--- src/hw/rtl/rcmp_pkg.sv ---
// Shared constants, codes and controller/datapath bundles for the rational compare.
package rcmp_pkg;

	localparam int OPERAND_WIDTH = 32;
	localparam int CNT_W         = $clog2(OPERAND_WIDTH);

	typedef logic [OPERAND_WIDTH-1:0] mag_t;

	typedef enum logic [1:0] {
		ORD_LESS    = 2'd0,
		ORD_EQUAL   = 2'd1,
		ORD_GREATER = 2'd2,
		ORD_INVALID = 2'd3
	} order_code_t;

	typedef struct packed {
		logic        load;
		logic        arrange;
		logic        swap;
		logic        div_r;
		logic        div_l;
		logic        advance;
		logic        set_code;
		order_code_t code;
		logic        out_load;
	} rcmp_cmd_t;

	typedef struct packed {
		logic invalid;
		logic left_neg;
		logic right_neg;
		logic p_gt_q;
		logic r_lt_s;
		logic r_gt_s;
		logic p_zero;
		logic r_zero;
		logic div_done;
		logic qr_lt_ql;
		logic qr_gt_ql;
		logic out_free;
	} rcmp_status_t;

endpackage

--- src/hw/rtl/rcmp_req_if.sv ---
// Request channel carrying the two fractions.
interface rcmp_req_if import rcmp_pkg::*; ();
	logic                            valid;
	logic                            ready;
	logic signed [OPERAND_WIDTH-1:0] num_left;
	logic signed [OPERAND_WIDTH-1:0] den_left;
	logic signed [OPERAND_WIDTH-1:0] num_right;
	logic signed [OPERAND_WIDTH-1:0] den_right;

	modport source (output valid, output num_left, output den_left, output num_right,
		output den_right, input ready);
	modport sink (input valid, input num_left, input den_left, input num_right,
		input den_right, output ready);
endinterface

--- src/hw/rtl/rcmp_rsp_if.sv ---
// Response channel carrying the order code.
interface rcmp_rsp_if import rcmp_pkg::*; ();
	logic       valid;
	logic       ready;
	logic [1:0] order_code;

	modport source (output valid, output order_code, input ready);
	modport sink (input valid, input order_code, output ready);
endinterface

--- src/hw/rtl/rational_compare.sv ---
// Top level of the rational compare: orders two signed fractions.
// The order is settled by the sign checks, else by the range checks, else by continued-fraction
// rounds, each with two divisions on the one shared divider plus loop control.
// Throughput: one request at a time; the next is taken once the result enters the output register.
// Reset: arst_n clears the controller and the output valid flag; no request is pending after reset.
module rational_compare import rcmp_pkg::*; (
	input logic      clk,
	input logic      arst_n,
	rcmp_req_if.sink   req,
	rcmp_rsp_if.source rsp
);

	rcmp_cmd_t    cmd;
	rcmp_status_t sts;

	rcmp_ctrl u_ctrl (
		.clk      (clk),
		.arst_n   (arst_n),
		.in_valid (req.valid),
		.in_ready (req.ready),
		.sts      (sts),
		.cmd      (cmd)
	);

	rcmp_dp u_dp (
		.clk       (clk),
		.arst_n    (arst_n),
		.num_left  (req.num_left),
		.den_left  (req.den_left),
		.num_right (req.num_right),
		.den_right (req.den_right),
		.cmd       (cmd),
		.sts       (sts),
		.out_valid (rsp.valid),
		.out_ready (rsp.ready),
		.out_code  (rsp.order_code)
	);

endmodule

--- src/hw/rtl/rcmp_div.sv ---
// Restoring divider, one quotient bit per cycle.
module rcmp_div import rcmp_pkg::*; (
	input  logic clk,
	input  logic arst_n,
	input  logic start,
	input  mag_t dividend,
	input  mag_t divisor,
	output logic done,
	output mag_t quotient,
	output mag_t remainder
);

	logic                   busy_q;
	logic                   done_q;
	logic [CNT_W-1:0]       cnt_q;
	mag_t                   acc_q;
	mag_t                   rem_q;
	mag_t                   dvs_q;
	logic [OPERAND_WIDTH:0] trial;
	logic [OPERAND_WIDTH:0] diff;
	logic                   ge;

	assign trial = {rem_q, acc_q[OPERAND_WIDTH-1]};
	assign diff  = trial - {1'b0, dvs_q};
	assign ge    = !diff[OPERAND_WIDTH];

	always_ff @(posedge clk or negedge arst_n) begin
		if (!arst_n) begin
			busy_q <= 1'b0;
			done_q <= 1'b0;
			cnt_q  <= '0;
		end else begin
			done_q <= 1'b0;
			if (start && !busy_q) begin
				busy_q <= 1'b1;
				cnt_q  <= '0;
			end else if (busy_q) begin
				cnt_q <= cnt_q + CNT_W'(1);
				if (cnt_q == CNT_W'(OPERAND_WIDTH - 1)) begin
					busy_q <= 1'b0;
					done_q <= 1'b1;
				end
			end
		end
	end

	always_ff @(posedge clk) begin
		if (start && !busy_q) begin
			acc_q <= dividend;
			rem_q <= '0;
			dvs_q <= divisor;
		end else if (busy_q) begin
			acc_q <= {acc_q[OPERAND_WIDTH-2:0], ge};
			rem_q <= ge ? diff[OPERAND_WIDTH-1:0] : trial[OPERAND_WIDTH-1:0];
		end
	end

	assign done      = done_q;
	assign quotient  = acc_q;
	assign remainder = rem_q;

endmodule

--- src/hw/rtl/rcmp_dp.sv ---
// Datapath: operand magnitudes, continued-fraction registers, divider and result register.
module rcmp_dp import rcmp_pkg::*; (
	input  logic                            clk,
	input  logic                            arst_n,
	input  logic signed [OPERAND_WIDTH-1:0] num_left,
	input  logic signed [OPERAND_WIDTH-1:0] den_left,
	input  logic signed [OPERAND_WIDTH-1:0] num_right,
	input  logic signed [OPERAND_WIDTH-1:0] den_right,
	input  rcmp_cmd_t                       cmd,
	output rcmp_status_t                    sts,
	output logic                            out_valid,
	input  logic                            out_ready,
	output logic [1:0]                      out_code
);

	function automatic mag_t mag_of(input logic [OPERAND_WIDTH-1:0] v);
		mag_t m;
		m = v[OPERAND_WIDTH-1] ? (~v + OPERAND_WIDTH'(1)) : v;
		return m;
	endfunction

	mag_t        p_q, q_q, r_q, s_q;
	logic        na_q, nb_q, nc_q, nd_q;
	mag_t        qr_q;
	mag_t        rem_r_q;
	order_code_t code_q;
	order_code_t out_code_q;
	logic        out_valid_q;

	logic        left_neg;
	logic        right_neg;
	logic        div_start;
	mag_t        div_dividend;
	mag_t        div_divisor;
	logic        div_done;
	mag_t        div_quo;
	mag_t        div_rem;

	assign left_neg  = (p_q != '0) && (na_q != nb_q);
	assign right_neg = (r_q != '0) && (nc_q != nd_q);

	assign div_start    = cmd.div_r || cmd.div_l;
	assign div_dividend = cmd.div_r ? s_q : q_q;
	assign div_divisor  = cmd.div_r ? r_q : p_q;

	rcmp_div u_div (
		.clk       (clk),
		.arst_n    (arst_n),
		.start     (div_start),
		.dividend  (div_dividend),
		.divisor   (div_divisor),
		.done      (div_done),
		.quotient  (div_quo),
		.remainder (div_rem)
	);

	always_ff @(posedge clk) begin
		if (cmd.load) begin
			p_q  <= mag_of(num_left);
			q_q  <= mag_of(den_left);
			r_q  <= mag_of(num_right);
			s_q  <= mag_of(den_right);
			na_q <= num_left[OPERAND_WIDTH-1];
			nb_q <= den_left[OPERAND_WIDTH-1];
			nc_q <= num_right[OPERAND_WIDTH-1];
			nd_q <= den_right[OPERAND_WIDTH-1];
		end else if (cmd.arrange && left_neg) begin
			p_q <= r_q;
			q_q <= s_q;
			r_q <= p_q;
			s_q <= q_q;
		end else if (cmd.swap) begin
			p_q <= s_q;
			q_q <= r_q;
			r_q <= q_q;
			s_q <= p_q;
		end else if (cmd.advance) begin
			p_q <= rem_r_q;
			q_q <= r_q;
			r_q <= div_rem;
			s_q <= p_q;
		end
		if (cmd.div_l) begin
			qr_q    <= div_quo;
			rem_r_q <= div_rem;
		end
		if (cmd.set_code) begin
			code_q <= cmd.code;
		end
		if (cmd.out_load) begin
			out_code_q <= code_q;
		end
	end

	always_ff @(posedge clk or negedge arst_n) begin
		if (!arst_n) begin
			out_valid_q <= 1'b0;
		end else if (cmd.out_load) begin
			out_valid_q <= 1'b1;
		end else if (out_ready) begin
			out_valid_q <= 1'b0;
		end
	end

	always_comb begin
		sts.invalid   = (q_q == '0) || (s_q == '0);
		sts.left_neg  = left_neg;
		sts.right_neg = right_neg;
		sts.p_gt_q    = p_q > q_q;
		sts.r_lt_s    = r_q < s_q;
		sts.r_gt_s    = r_q > s_q;
		sts.p_zero    = p_q == '0;
		sts.r_zero    = r_q == '0;
		sts.div_done  = div_done;
		sts.qr_lt_ql  = qr_q < div_quo;
		sts.qr_gt_ql  = qr_q > div_quo;
		sts.out_free  = !out_valid_q || out_ready;
	end

	assign out_valid = out_valid_q;
	assign out_code  = out_code_q;

endmodule

--- src/hw/rtl/rcmp_ctrl.sv ---
// Controller: sequences sign checks, ordering and continued-fraction rounds.
module rcmp_ctrl import rcmp_pkg::*; (
	input  logic         clk,
	input  logic         arst_n,
	input  logic         in_valid,
	output logic         in_ready,
	input  rcmp_status_t sts,
	output rcmp_cmd_t    cmd
);

	typedef enum logic [8:0] {
		ST_IDLE  = 9'b000000001,
		ST_SIGN  = 9'b000000010,
		ST_ORDER = 9'b000000100,
		ST_CHECK = 9'b000001000,
		ST_LOOP  = 9'b000010000,
		ST_DIV_R = 9'b000100000,
		ST_DIV_L = 9'b001000000,
		ST_STEP  = 9'b010000000,
		ST_DONE  = 9'b100000000
	} state_t;

	state_t state_q, state_d;

	always_comb begin
		state_d  = state_q;
		cmd      = '0;
		in_ready = 1'b0;
		case (state_q)
			ST_IDLE: begin
				in_ready = 1'b1;
				if (in_valid) begin
					cmd.load = 1'b1;
					state_d  = ST_SIGN;
				end
			end
			ST_SIGN: begin
				if (sts.invalid) begin
					cmd.set_code = 1'b1;
					cmd.code     = ORD_INVALID;
					state_d      = ST_DONE;
				end else if (sts.left_neg && !sts.right_neg) begin
					cmd.set_code = 1'b1;
					cmd.code     = ORD_LESS;
					state_d      = ST_DONE;
				end else if (!sts.left_neg && sts.right_neg) begin
					cmd.set_code = 1'b1;
					cmd.code     = ORD_GREATER;
					state_d      = ST_DONE;
				end else begin
					cmd.arrange = 1'b1;
					state_d     = ST_ORDER;
				end
			end
			ST_ORDER: begin
				if (sts.p_gt_q && sts.r_lt_s) begin
					cmd.set_code = 1'b1;
					cmd.code     = ORD_GREATER;
					state_d      = ST_DONE;
				end else begin
					cmd.swap = sts.p_gt_q;
					state_d  = ST_CHECK;
				end
			end
			ST_CHECK: begin
				if (sts.r_gt_s) begin
					cmd.set_code = 1'b1;
					cmd.code     = ORD_LESS;
					state_d      = ST_DONE;
				end else begin
					state_d = ST_LOOP;
				end
			end
			ST_LOOP: begin
				if (sts.p_zero) begin
					cmd.set_code = 1'b1;
					cmd.code     = sts.r_zero ? ORD_EQUAL : ORD_LESS;
					state_d      = ST_DONE;
				end else if (sts.r_zero) begin
					cmd.set_code = 1'b1;
					cmd.code     = ORD_GREATER;
					state_d      = ST_DONE;
				end else begin
					cmd.div_r = 1'b1;
					state_d   = ST_DIV_R;
				end
			end
			ST_DIV_R: begin
				if (sts.div_done) begin
					cmd.div_l = 1'b1;
					state_d   = ST_DIV_L;
				end
			end
			ST_DIV_L: begin
				if (sts.div_done) begin
					state_d = ST_STEP;
				end
			end
			ST_STEP: begin
				if (sts.qr_lt_ql) begin
					cmd.set_code = 1'b1;
					cmd.code     = ORD_LESS;
					state_d      = ST_DONE;
				end else if (sts.qr_gt_ql) begin
					cmd.set_code = 1'b1;
					cmd.code     = ORD_GREATER;
					state_d      = ST_DONE;
				end else begin
					cmd.advance = 1'b1;
					state_d     = ST_LOOP;
				end
			end
			ST_DONE: begin
				if (sts.out_free) begin
					cmd.out_load = 1'b1;
					state_d      = ST_IDLE;
				end
			end
			default: begin
				state_d = ST_IDLE;
			end
		endcase
	end

	always_ff @(posedge clk or negedge arst_n) begin
		if (!arst_n) begin
			state_q <= ST_IDLE;
		end else begin
			state_q <= state_d;
		end
	end

endmodule

--- src/flat_wrapper.sv ---
// flat-port wrapper written by rule: the top's interface ports become plain ports
module rational_compare_flat import rcmp_pkg::*;
  (clk, arst_n, req_valid, req_num_left, req_den_left, req_num_right, req_den_right, req_ready, rsp_valid, rsp_order_code, rsp_ready);
  rcmp_req_if req_i ();
  rcmp_rsp_if rsp_i ();
  input logic clk;
  input logic arst_n;
  input wire logic [$bits(req_i.valid)-1:0] req_valid;
  input wire logic [$bits(req_i.num_left)-1:0] req_num_left;
  input wire logic [$bits(req_i.den_left)-1:0] req_den_left;
  input wire logic [$bits(req_i.num_right)-1:0] req_num_right;
  input wire logic [$bits(req_i.den_right)-1:0] req_den_right;
  output wire logic [$bits(req_i.ready)-1:0] req_ready;
  output wire logic [$bits(rsp_i.valid)-1:0] rsp_valid;
  output wire logic [$bits(rsp_i.order_code)-1:0] rsp_order_code;
  input wire logic [$bits(rsp_i.ready)-1:0] rsp_ready;
  assign req_i.valid = req_valid;
  assign req_i.num_left = req_num_left;
  assign req_i.den_left = req_den_left;
  assign req_i.num_right = req_num_right;
  assign req_i.den_right = req_den_right;
  assign req_ready = req_i.ready;
  assign rsp_valid = rsp_i.valid;
  assign rsp_order_code = rsp_i.order_code;
  assign rsp_i.ready = rsp_ready;
  rational_compare u_core (.clk(clk), .arst_n(arst_n), .req(req_i), .rsp(rsp_i));
endmodule
--- config.mk ---
export PLATFORM = sky130hd
export DESIGN_NAME = rational_compare_flat
export DESIGN_NICKNAME = d
export VERILOG_FILES = /design/src/hw/rtl/rcmp_pkg.sv /design/src/hw/rtl/rcmp_req_if.sv /design/src/hw/rtl/rcmp_rsp_if.sv /design/src/hw/rtl/rational_compare.sv /design/src/hw/rtl/rcmp_div.sv /design/src/hw/rtl/rcmp_dp.sv /design/src/hw/rtl/rcmp_ctrl.sv /design/src/flat_wrapper.sv
export SDC_FILE = /design/constraint.sdc
export NUM_CORES = 1
export LEC_CHECK = 0
export BUFFER_PORTS_ARGS = -buffer_cell sky130_fd_sc_hd__buf_2
export CORE_MARGIN = 3
export CORE_UTILIZATION = 63
export DETAILED_ROUTE_END_ITERATION = 10
export GPL_TIMING_DRIVEN = 1
export PLACE_DENSITY_LB_ADDON = 0.25
export RECOVER_POWER = 100
export SLEW_MARGIN = 5
export SYNTH_ARGS = -nofsm -noshare
export SYNTH_HDL_FRONTEND = slang
export SYNTH_HIERARCHICAL = 1
export SYNTH_SLANG_ARGS = --single-unit
--- constraint.sdc ---
create_clock -name clk -period 6.99 [get_ports clk]
set_clock_uncertainty 0.15 [all_clocks]
set_input_delay 0.3495 -clock clk [delete_from_list [all_inputs] [get_ports clk]]
set_output_delay 0.3495 -clock clk [all_outputs]
set_load 0.005 [all_outputs]
==> impl.org <==
** Flow run
- Across the run, the number of max-cap violations was 4.

** Synthesis
- When the netlist entered floorplanning its net count stood at about 2400.
- By area, the combinational part of the netlist is dominated by multiplexers.
- Simple logic cell fraction of the synthesized area :: 12.29%
- Synthesized netlist cell count :: 2150
- The average instance in the mapped netlist occupies ~10 sq um.
- The synthesized design contains 313 register bits.
- Most frequently used flop master after synthesis :: sky130_fd_sc_hd__edfxtp_1
- Fraction of synthesized cell area in xor and xnor cells :: 5.711%
- For this run, the register share of the synthesized area comes to ~40%.
- YS warnings :: 6
- Fraction of registers with async set/reset :: 5.431%
- Post-synthesis share of cell area spent on full adders, half adders and majority gates :: 7.625%
- Post-synth EDFFs :: between 200 and 300
- Measured against the total synthesized area, the mux share comes to roughly 18%.
- Netlist Area Pre-Place :: between 20000 and 25000 sq um
- Synth Area in Compound Gates :: about an eighth
- Unique masters post-synth :: 86

** GRT
- Congestion Overflow GR :: 0
- Overall global routing resource usage :: 35.54%
- The first global-routing pass estimated between 100000 and 150000 um of wire.
- Entering global routing, the biggest net connects between 100 and 150 pins.
- Number of global-route vias before repair :: between 15000 and 20000
- The initial antenna violation count came to 1.

** Cells and area
- In the layout the commonest cells are sky130_fd_sc_hd__edfxtp_1, sky130_fd_sc_hd__mux2i_1, sky130_fd_sc_hd__nand2_1.
- Antenna Cells :: 0
- Leaving out fill and tap cells, the most frequent cell in the layout is sky130_fd_sc_hd__edfxtp_1.
- From synthesis to final layout, the design area changed by 9.322%.
- Layout Nets :: between 2000 and 3000
- Final std cells w/o fill :: 2720
- Fraction of final layout cells sized beyond drive strength 1 :: ~15%

** Timing
- In the final timing run, aggregate negative setup slack is 0 ps.
- Final min period :: ~5700 ps
- Number of endpoints with negative hold slack in the final report :: 0
- Total of endpoints with negative setup slack in the final report :: 0
- Part of the cycle the worst path needs :: 81.48%
- Transition time at the pin with the least slew margin :: 4188 ps
- Slew headroom :: -179.2%
- The max-slew violation total from the final report came to between 200 and 300.
- Setup repair after global routing left no endpoint under its margin.
- For this run, the top clock speed supported by timing is roughly 0.18 GHz.

** Worst setup path
- Crit. End Element :: register
- The setup check on the worst reg-to-reg path leaves a slack of roughly 1300 ps.
- Counting cells, the worst reg-to-reg path comes to 4.
- STA puts the critical path data arrival time at roughly 5600 ps.
- At the worst endpoint, the required time is about 7000 ps.
- Following the worst setup path forward leads to its endpoint at u_core/u_dp/rem_r_q[20].
- Worst r2r src :: u_core/u_ctrl/state_q[1]
- Critical path fanouts, max :: 65
- Startpoint of the most critical setup path :: u_core/u_ctrl/state_q[1]
- RR Endpoint :: u_core/u_dp/rem_r_q[20]
- Critical path class :: reg -> reg
- CP startpoint kind :: register

** Place
- Final RePlAce weighted congestion :: 0.9980
- In this run, placement finished with an instance count of around 2700.
- Port-buffer cells :: approximately 140
- The HPWL after detailed placement is ~52000 um.

** Detailed routing
- After detailed routing, the average wire length per cell comes to 25.35 um.
- Post-detailed-route DRC marker count :: 0
- Detailed Routing Iterations Pass 1 :: 7
- Vias post-DR :: approximately 18000
- In this run, the number of DRC markers left after iteration 0 of detailed routing was about 2300.
- The count of nets left with antenna violations once routing finished came out at 0.
- Wires add up to approximately 69000 um.
- Via density per instance :: 6.719

** Power
- For this design the ratio of total power to cell area is 327.9 nW/um^2.
- Peak VDD IR :: 0.2620 mV
- Lkg Pwr :: ~0.011 uW
- The design draws 8035 uW.

** Clock network
- The H-tree was split into 2 levels.
- Num Clock Sinks :: about 310
- For the worst-skew pair, the clock arrives at the later sink with an insertion delay of around 540 ps.
- TritonCTS created 35 clock buffers.
- Clock-pin slew was measured on the worst setup and hold paths at ~60 ps.
- TritonCTS built the clock tree.
- Maximum number of buffers from clock root to sink :: 3
- The tree is rooted in a sky130_fd_sc_hd__clkbuf_16.

** Floorplanning
- Placement Rows :: 68
- The die is a little under 200 um tall.
- Total die area :: approximately 38000 sq um
- Core box area :: between 30000 and 40000 sq um
- # IOs :: around 140
- Once the floorplan was initialized, standard cells occupied 64.41% of the core.
- Horizontal die dimension :: between 150 and 200 um

** Status
- Violations in the final reports :: capacitance limit, slew limit
- Status :: complete, but fails checks

** Hold path
- The min-delay analysis places its worst path in the category in -> reg.
[layer usage]
metal | wire length (um) | up-vias | GRT usage [%]
li1 | - | 8245 | -
met1 | 29040 | 8848 | 52.62
met2 | 29490 | 1039 | 53.15
met3 | 7714 | 144 | 6.500
met4 | 2712 | 0 | 11.38
met5 | 0 | - | 0
[worst min-delay path by stage]
stage	startpoint	endpoint	slack, ps	cells after the start
2_1_floorplan	arst_n	u_core/u_ctrl/state_q[1]	-100	0
3_3_place_gp	arst_n	u_core/u_dp/u_div/cnt_q[1]	150	1
3_5_place_dp	arst_n	u_core/u_dp/u_div/cnt_q[3]	160	1
4_1_cts	rsp_ready	u_core/u_dp/out_valid	0.02	3
5_1_grt	rsp_ready	u_core/u_dp/out_valid	50	3
6_report	rsp_ready	u_core/u_dp/out_valid	20	3
[power by group]
group          internal (uW)  leakage [uW]  total [uW]  switching, uW
clock                   1180      0.000587        1950            775
sequential              2720       0.00300        3430            712
combinational           1010       0.00692        2650           1650
[synthesized netlist by cell type (11+ instances only)]
| cell | n | area share [%] |
|---|---|---|
| sky130_fd_sc_hd__dfxtp_1 | 32 | 2.9 |
| sky130_fd_sc_hd__or4_1 | 11 | 0.37 |
| sky130_fd_sc_hd__o211ai_1 | 13 | 0.44 |
| sky130_fd_sc_hd__mux2_2 | 130 | 6.5 |
| sky130_fd_sc_hd__nand2b_1 | 13 | 0.36 |
| sky130_fd_sc_hd__ha_1 | 135 | 7.5 |
| sky130_fd_sc_hd__nand2_1 | 172 | 2.9 |
| sky130_fd_sc_hd__nand4b_1 | 12 | 0.47 |
| sky130_fd_sc_hd__o21ai_0 | 137 | 3.1 |
| sky130_fd_sc_hd__mux2i_1 | 248 | 11 |
| sky130_fd_sc_hd__o21ai_1 | 23 | 0.51 |
| sky130_fd_sc_hd__a21oi_1 | 73 | 1.6 |
| sky130_fd_sc_hd__inv_1 | 157 | 2.6 |
| sky130_fd_sc_hd__nand4_1 | 45 | 1.3 |
| sky130_fd_sc_hd__o41ai_1 | 22 | 0.86 |
| sky130_fd_sc_hd__dfrtp_1 | 16 | 1.8 |
| sky130_fd_sc_hd__or3_1 | 17 | 0.47 |
| sky130_fd_sc_hd__clkbuf_1 | 58 | 0.97 |
| sky130_fd_sc_hd__buf_2 | 21 | 0.47 |
| sky130_fd_sc_hd__a21o_1 | 19 | 0.64 |
| sky130_fd_sc_hd__nor4_1 | 57 | 1.6 |
| sky130_fd_sc_hd__o31ai_1 | 36 | 1.2 |
| sky130_fd_sc_hd__xor2_1 | 103 | 4.0 |
| sky130_fd_sc_hd__nor3_1 | 25 | 0.56 |
| sky130_fd_sc_hd__nor2_1 | 55 | 0.92 |
| sky130_fd_sc_hd__xnor2_1 | 40 | 1.6 |
| sky130_fd_sc_hd__edfxtp_1 | 264 | 35 |
| sky130_fd_sc_hd__nand3_1 | 31 | 0.69 |
[repair_timing]
action	4_1_cts	5_1_grt
setup endpoints to repair	0	0
hold buffers	4	0
hold endpoints to repair	21	0
setup buffers	0	0
resized for setup	0	0
[registers in the layout, summed over array words and instances, names as in the netlist]
register,flops
u_core/u_dp/u_div/cnt_q,5
u_core/u_dp/p_q,32
u_core/u_dp/nd_q,1
u_core/u_dp/qr_q,32
u_core/u_dp/nc_q,1
u_core/u_dp/nb_q,1
u_core/u_dp/out_code,2
u_core/u_dp/code_q,2
u_core/u_dp/out_valid,1
u_core/u_dp/s_q,32
u_core/u_ctrl/state_q,9
u_core/u_dp/u_div/done,1
u_core/u_dp/u_div/remainder,32
u_core/u_dp/r_q,32
u_core/u_dp/q_q,32
u_core/u_dp/na_q,1
u_core/u_dp/u_div/dvs_q,32
u_core/u_dp/rem_r_q,32
u_core/u_dp/u_div/quotient,32
u_core/u_dp/u_div/busy_q,1
[kinds of logic after synthesis]
family | count (synthesis)
mux | 378
xor+xnor | 144
flops | 313
buf+inv | 257
simple gates | 508
compound gates | 414
fa+ha+maj | 136
[stage by stage]
stage / hold slack, ps / setup slack, ps / area (sq um) / utilization (%)
4_1_cts: 0.01610 / 2434 / 24610 / 70.72
3_3_place_gp: 148.6 / 2406 / 23360 / 67.12
6_report: 18.37 / 1294 / 24500 / 70.42
3_5_place_dp: 160.0 / 2445 / 23360 / 67.12
2_1_floorplan: -96.09 / 716.2 / 22410 / -
5_1_grt: 46.42 / 1100 / 24500 / 70.42
[worst max-delay path, stage by stage (launching register included)]
cell	delay, ps
sky130_fd_sc_hd__dfrtp_1	500
sky130_fd_sc_hd__nor4_1	1040
sky130_fd_sc_hd__nand2_2	180
sky130_fd_sc_hd__nor3_1	290
sky130_fd_sc_hd__clkbuf_1	2960
[area by class of cell]
cell class              instances  area (sq um)
multi-input cells            1580         12330
fillers                      2636         10290
flip-flops and latches        313          8995
clock buffers                  38         918.4
repair buffers                154         809.5
inverters                     157         589.3
well taps                     455         569.3
clock inverters                23         294.0
No activity file was read; power rests on OpenSTA's default activity.
